File: src/rtl/edge_gated_max_gradient_blur_defines.svh
// Assertion macros for the edge-gated blur score RTL.
// Included by the top level, which checks its own logic; depends on nothing.
`ifndef EDGE_GATED_MAX_GRADIENT_BLUR_DEFINES_SVH
`define EDGE_GATED_MAX_GRADIENT_BLUR_DEFINES_SVH

// Same-cycle implication, checked on every rising clock edge outside reset.
`define EGMGB_ASSERT_NOW(label, clk, rst, ante, cons) \
   label: assert property (@(posedge clk) disable iff (rst) (ante) |-> (cons)) \
      else $error("egmgb assertion failed");

// Next-cycle implication, checked on every rising clock edge outside reset.
`define EGMGB_ASSERT_NEXT(label, clk, rst, ante, cons) \
   label: assert property (@(posedge clk) disable iff (rst) (ante) |=> (cons)) \
      else $error("egmgb assertion failed");

`endif

File: src/rtl/egmgb_pkg.sv
// Package for the edge-gated blur score block: widths, reset values and the
// window structure passed to the score unit. Depends on nothing.
package egmgb_pkg;

   localparam int GRAY_W            = 8;
   localparam int PIX_W             = GRAY_W + 1;   // edge flag above the gray value
   localparam int SCORE_W           = 7;
   localparam int CSR_W             = 13;
   localparam int DEFAULT_MAX_WIDTH = 4096;
   localparam int MIN_LINE_WIDTH    = 2;
   localparam logic [CSR_W-1:0] LINE_WIDTH_RESET = CSR_W'(640);

   // Reciprocal of three for 8-bit operands: floor(x / 3) == (x * 171) >> 9.
   localparam int RECIP3_MUL   = 171;
   localparam int RECIP3_SHIFT = 9;

   typedef struct packed {
      logic [PIX_W-1:0] tl;
      logic [PIX_W-1:0] tr;
      logic [PIX_W-1:0] bl;
      logic [PIX_W-1:0] br;
   } window_type;

   typedef struct packed {
      logic               hit;     // all edge flags of the window set
      logic [SCORE_W-1:0] score;
   } score_type;

endpackage

File: src/rtl/egmgb_score.sv
// Score of one 2x2 window: edge gating and the largest of the halved vertical
// and horizontal differences and the diagonal difference over three.
// Depends on egmgb_pkg.
module egmgb_score
   import egmgb_pkg::*;
(
   input  window_type win,
   output score_type  result
);

   logic [GRAY_W-1:0]    diff_v;
   logic [GRAY_W-1:0]    diff_h;
   logic [GRAY_W-1:0]    diff_d;
   logic [SCORE_W-1:0]   half_v;
   logic [SCORE_W-1:0]   half_h;
   logic [GRAY_W+GRAY_W-1:0] prod_d;
   logic [SCORE_W-1:0]   third_d;
   logic [SCORE_W-1:0]   best_vh;

   always_comb begin
      diff_v = (win.tl[GRAY_W-1:0] > win.bl[GRAY_W-1:0]) ?
               win.tl[GRAY_W-1:0] - win.bl[GRAY_W-1:0] :
               win.bl[GRAY_W-1:0] - win.tl[GRAY_W-1:0];
      diff_h = (win.tl[GRAY_W-1:0] > win.tr[GRAY_W-1:0]) ?
               win.tl[GRAY_W-1:0] - win.tr[GRAY_W-1:0] :
               win.tr[GRAY_W-1:0] - win.tl[GRAY_W-1:0];
      diff_d = (win.tl[GRAY_W-1:0] > win.br[GRAY_W-1:0]) ?
               win.tl[GRAY_W-1:0] - win.br[GRAY_W-1:0] :
               win.br[GRAY_W-1:0] - win.tl[GRAY_W-1:0];

      half_v  = diff_v[GRAY_W-1:1];
      half_h  = diff_h[GRAY_W-1:1];
      prod_d  = (GRAY_W+GRAY_W)'(diff_d) * (GRAY_W+GRAY_W)'(RECIP3_MUL);
      third_d = SCORE_W'(prod_d >> RECIP3_SHIFT);

      best_vh = (half_h > half_v) ? half_h : half_v;
      result.score = (third_d > best_vh) ? third_d : best_vh;
      result.hit   = win.tl[PIX_W-1] & win.tr[PIX_W-1] &
                     win.bl[PIX_W-1] & win.br[PIX_W-1];
   end

endmodule

File: config.mk
export PLATFORM = sky130hd
export DESIGN_NAME = egmgb_score
export DESIGN_NICKNAME = d
export VERILOG_FILES = /design/src/rtl/edge_gated_max_gradient_blur_defines.svh /design/src/rtl/egmgb_pkg.sv /design/src/rtl/egmgb_score.sv
export SDC_FILE = /design/constraint.sdc
export NUM_CORES = 1
export LEC_CHECK = 0
export BUFFER_PORTS_ARGS = -buffer_cell sky130_fd_sc_hd__buf_2
export CELL_PAD_IN_SITES_DETAIL_PLACEMENT = 1
export CELL_PAD_IN_SITES_GLOBAL_PLACEMENT = 1
export CORE_ASPECT_RATIO = 1.25
export CORE_MARGIN = 2
export CORE_UTILIZATION = 45
export DETAILED_ROUTE_END_ITERATION = 12
export PLACE_DENSITY = 0.78
export RECOVER_POWER = 25
export SYNTH_ARGS = -nofsm -noshare
export SYNTH_HDL_FRONTEND = slang
export SYNTH_SLANG_ARGS = --single-unit
File: constraint.sdc
create_clock -name vclk -period 13.5
set_clock_uncertainty 0.2 [all_clocks]
set_input_delay 1.35 -clock vclk [all_inputs]
set_output_delay 1.35 -clock vclk [all_outputs]
set_load 0.1 [all_outputs]
==> flow_metrics.env <==
export IMPL_status="finished, final reports clean"
export IMPL_fin_area_um2=3920
export IMPL_tightest_slew_ns=1.16
export IMPL_fillers=1008
export IMPL_rsz0062_at_grt="false"
export IMPL_yosysTopAreaCell="ha_1"
export IMPL_place_area_um2=3920
export IMPL_vias=3185
export IMPL_grt_start_max_net_pins=10
export IMPL_clock_buffer_count=0
export IMPL_synthDistinctLibCells=56
export IMPL_crit_path_start_kind="primary input"
export IMPL_worst_path_most_repeated_cell="inv_1"
export IMPL_io_buffers=44
export IMPL_gp_congestion=0.836
export IMPL_yosysMostFrequentCell="inv_1"
export IMPL_start_util_pct=46.5
export IMPL_drc=0
export IMPL_slew_violations=0
export IMPL_setup_viol_count_final=0
export IMPL_diodes=0
export IMPL_yosys_warnings=0
export IMPL_vias_per_cell=5.48
export IMPL_maxCapViolations=0
export IMPL_syn2layout_area_growth_pct=8.22
export IMPL_ant_nets=0
export IMPL_dp_hpwl_mm=9.23
export IMPL_n_sequential_cell=0
export IMPL_place_inst=581
export IMPL_crit_required_ns=11.95
export IMPL_synth_top_area_share_pct=34.2
export IMPL_path_max_fanout=9
export IMPL_final_cell_count_no_fill=581
export IMPL_hold_path_depth=3
export IMPL_cts_resized_gates=0
export IMPL_register_area_um2=0
export IMPL_min_period_ns=10.66
export IMPL_nets=641
export IMPL_drt_pass1_iterations=4
export IMPL_synth_area_um2=3620
export IMPL_min_to="result[7]"
export IMPL_routedWlPerCell_um=17.4
export IMPL_hp_start="win[26]"
export IMPL_ys_top_cells_by_count="inv_1 (102), ha_1 (99), a21oi_1 (28)"
export IMPL_routed_wl_mm=10.1
export IMPL_fp_row_count=36
export IMPL_grt_overflow_total=0
export IMPL_first_iter_violations=45
export IMPL_critPathSlowestCell="clkbuf_1"
export IMPL_cpPeakStageDelay_ns=0.88
export IMPL_die_area_um2=8790
export IMPL_grtUsageTotal_pct=22.8
export IMPL_max_slew_margin_rel_pct=22.7
export IMPL_syn_num_nets=602
export IMPL_cts_setup_buffers=0
export IMPL_die_width_um=84.3
export IMPL_worstSetupEndpointType="output pin"
export IMPL_hold_buffers=0
export IMPL_crit_start="win[27]"
export IMPL_final_hold_violation_count=0
export IMPL_drive_gt1_share_pct=11.5
export IMPL_grt_pass1_wl_mm=16.5
export IMPL_io_pins=44
export IMPL_crit_type="primary input to output pin"
export IMPL_fin_crit_sh_pct=79.0
export IMPL_core_um2=7790
export IMPL_crit_arrival_ns=9.11
export IMPL_die_y_um=104
export IMPL_hp_class="primary input to output pin"
export IMPL_max_freq_mhz=93.8
export IMPL_synth_cells=449
export IMPL_final_setup_tns_ns=0
export IMPL_synth_area_per_cell_um2=8.07
export IMPL_grt_pass1_vias=3523
export IMPL_antenna_found_initial=0
export IMPL_synth_seq_area_share_pct=0
export IMPL_netlist_top_cells_area="ha_1 (34%), inv_1 (11%), fa_1 (9.9%), mux2i_1 (6.1%), xnor2_1 (4.4%)"
[routing by layer]
layer	vias to the layer above	wire length, um	track usage, %	share of wire (%)
li1	1610	-	-	-
met1	1525	4110	25.7	41
met2	39	5680	47.2	56
met3	11	131	0.476	1.3
met4	0	172	3.11	1.7
met5	-	0	0	0
[critical path, delay by kind of cell]
family,cells,cell delay [ns]
xor+xnor,2,0.62
compound gates,9,1.80
buf+inv,7,1.35
mux,2,0.57
simple gates,6,0.70
fa+ha+maj,7,2.70
[worst max-delay path by stage]
stage,endpoint,slack (ns),cells past startpoint
global placement,result[3],3.22,34
CTS,result[2],2.83,34
floorplan,result[4],2.73,32
global route,result[5],2.23,35
detailed placement,result[2],2.85,34
finish,result[6],2.84,33
[final cells by class]
type / instances / area, um2 / share of cell area (%)
inverters: 103 / 387 / 9.86
multi-input cells: 339 / 3200 / 81.6
well taps: 95 / 119 / 3.03
repair buffers: 44 / 218 / 5.55
[cell families after synthesis]
kind of cell    share of synthesized area, %
compound gates                          20.8
xor+xnor                                6.53
fa+ha+maj                               44.1
buf+inv                                 11.7
mux                                     7.63
simple gates                            9.19
[stage by stage]
stage	hold WS (ns)	worst slack (ns)	util, %
4_1_cts	3.01	2.83	50.4
3_5_place_dp	3.01	2.85	50.4
5_1_grt	3.25	2.23	50.3
2_1_floorplan	2.95	2.73	-
6_report	3.22	2.84	50.3
3_3_place_gp	3.00	3.22	50.4
[cell usage in the layout (no fill, tap or decap), drive strengths merged, types with 5 or more instances in the layout]
master | synthesis | final
nand2 | 16 | 16
and2 | 6 | 6
xor2 | 9 | 9
o211ai | 5 | 5
o21bai | 7 | 7
inv | 103 | 103
a21oi | 29 | 29
nor2b | 8 | 8
mux2i | 22 | 22
fa | 18 | 18
buf | 5 | 42
nand4 | 8 | 8
ha | 99 | 99
nor2 | 12 | 12
o21ai | 21 | 21
mux2 | 5 | 5
xnor2 | 18 | 18
a21o | 9 | 9
Power is not shown: default switching activity piles up to over one toggle a cycle in this logic, so the estimate is an artifact.
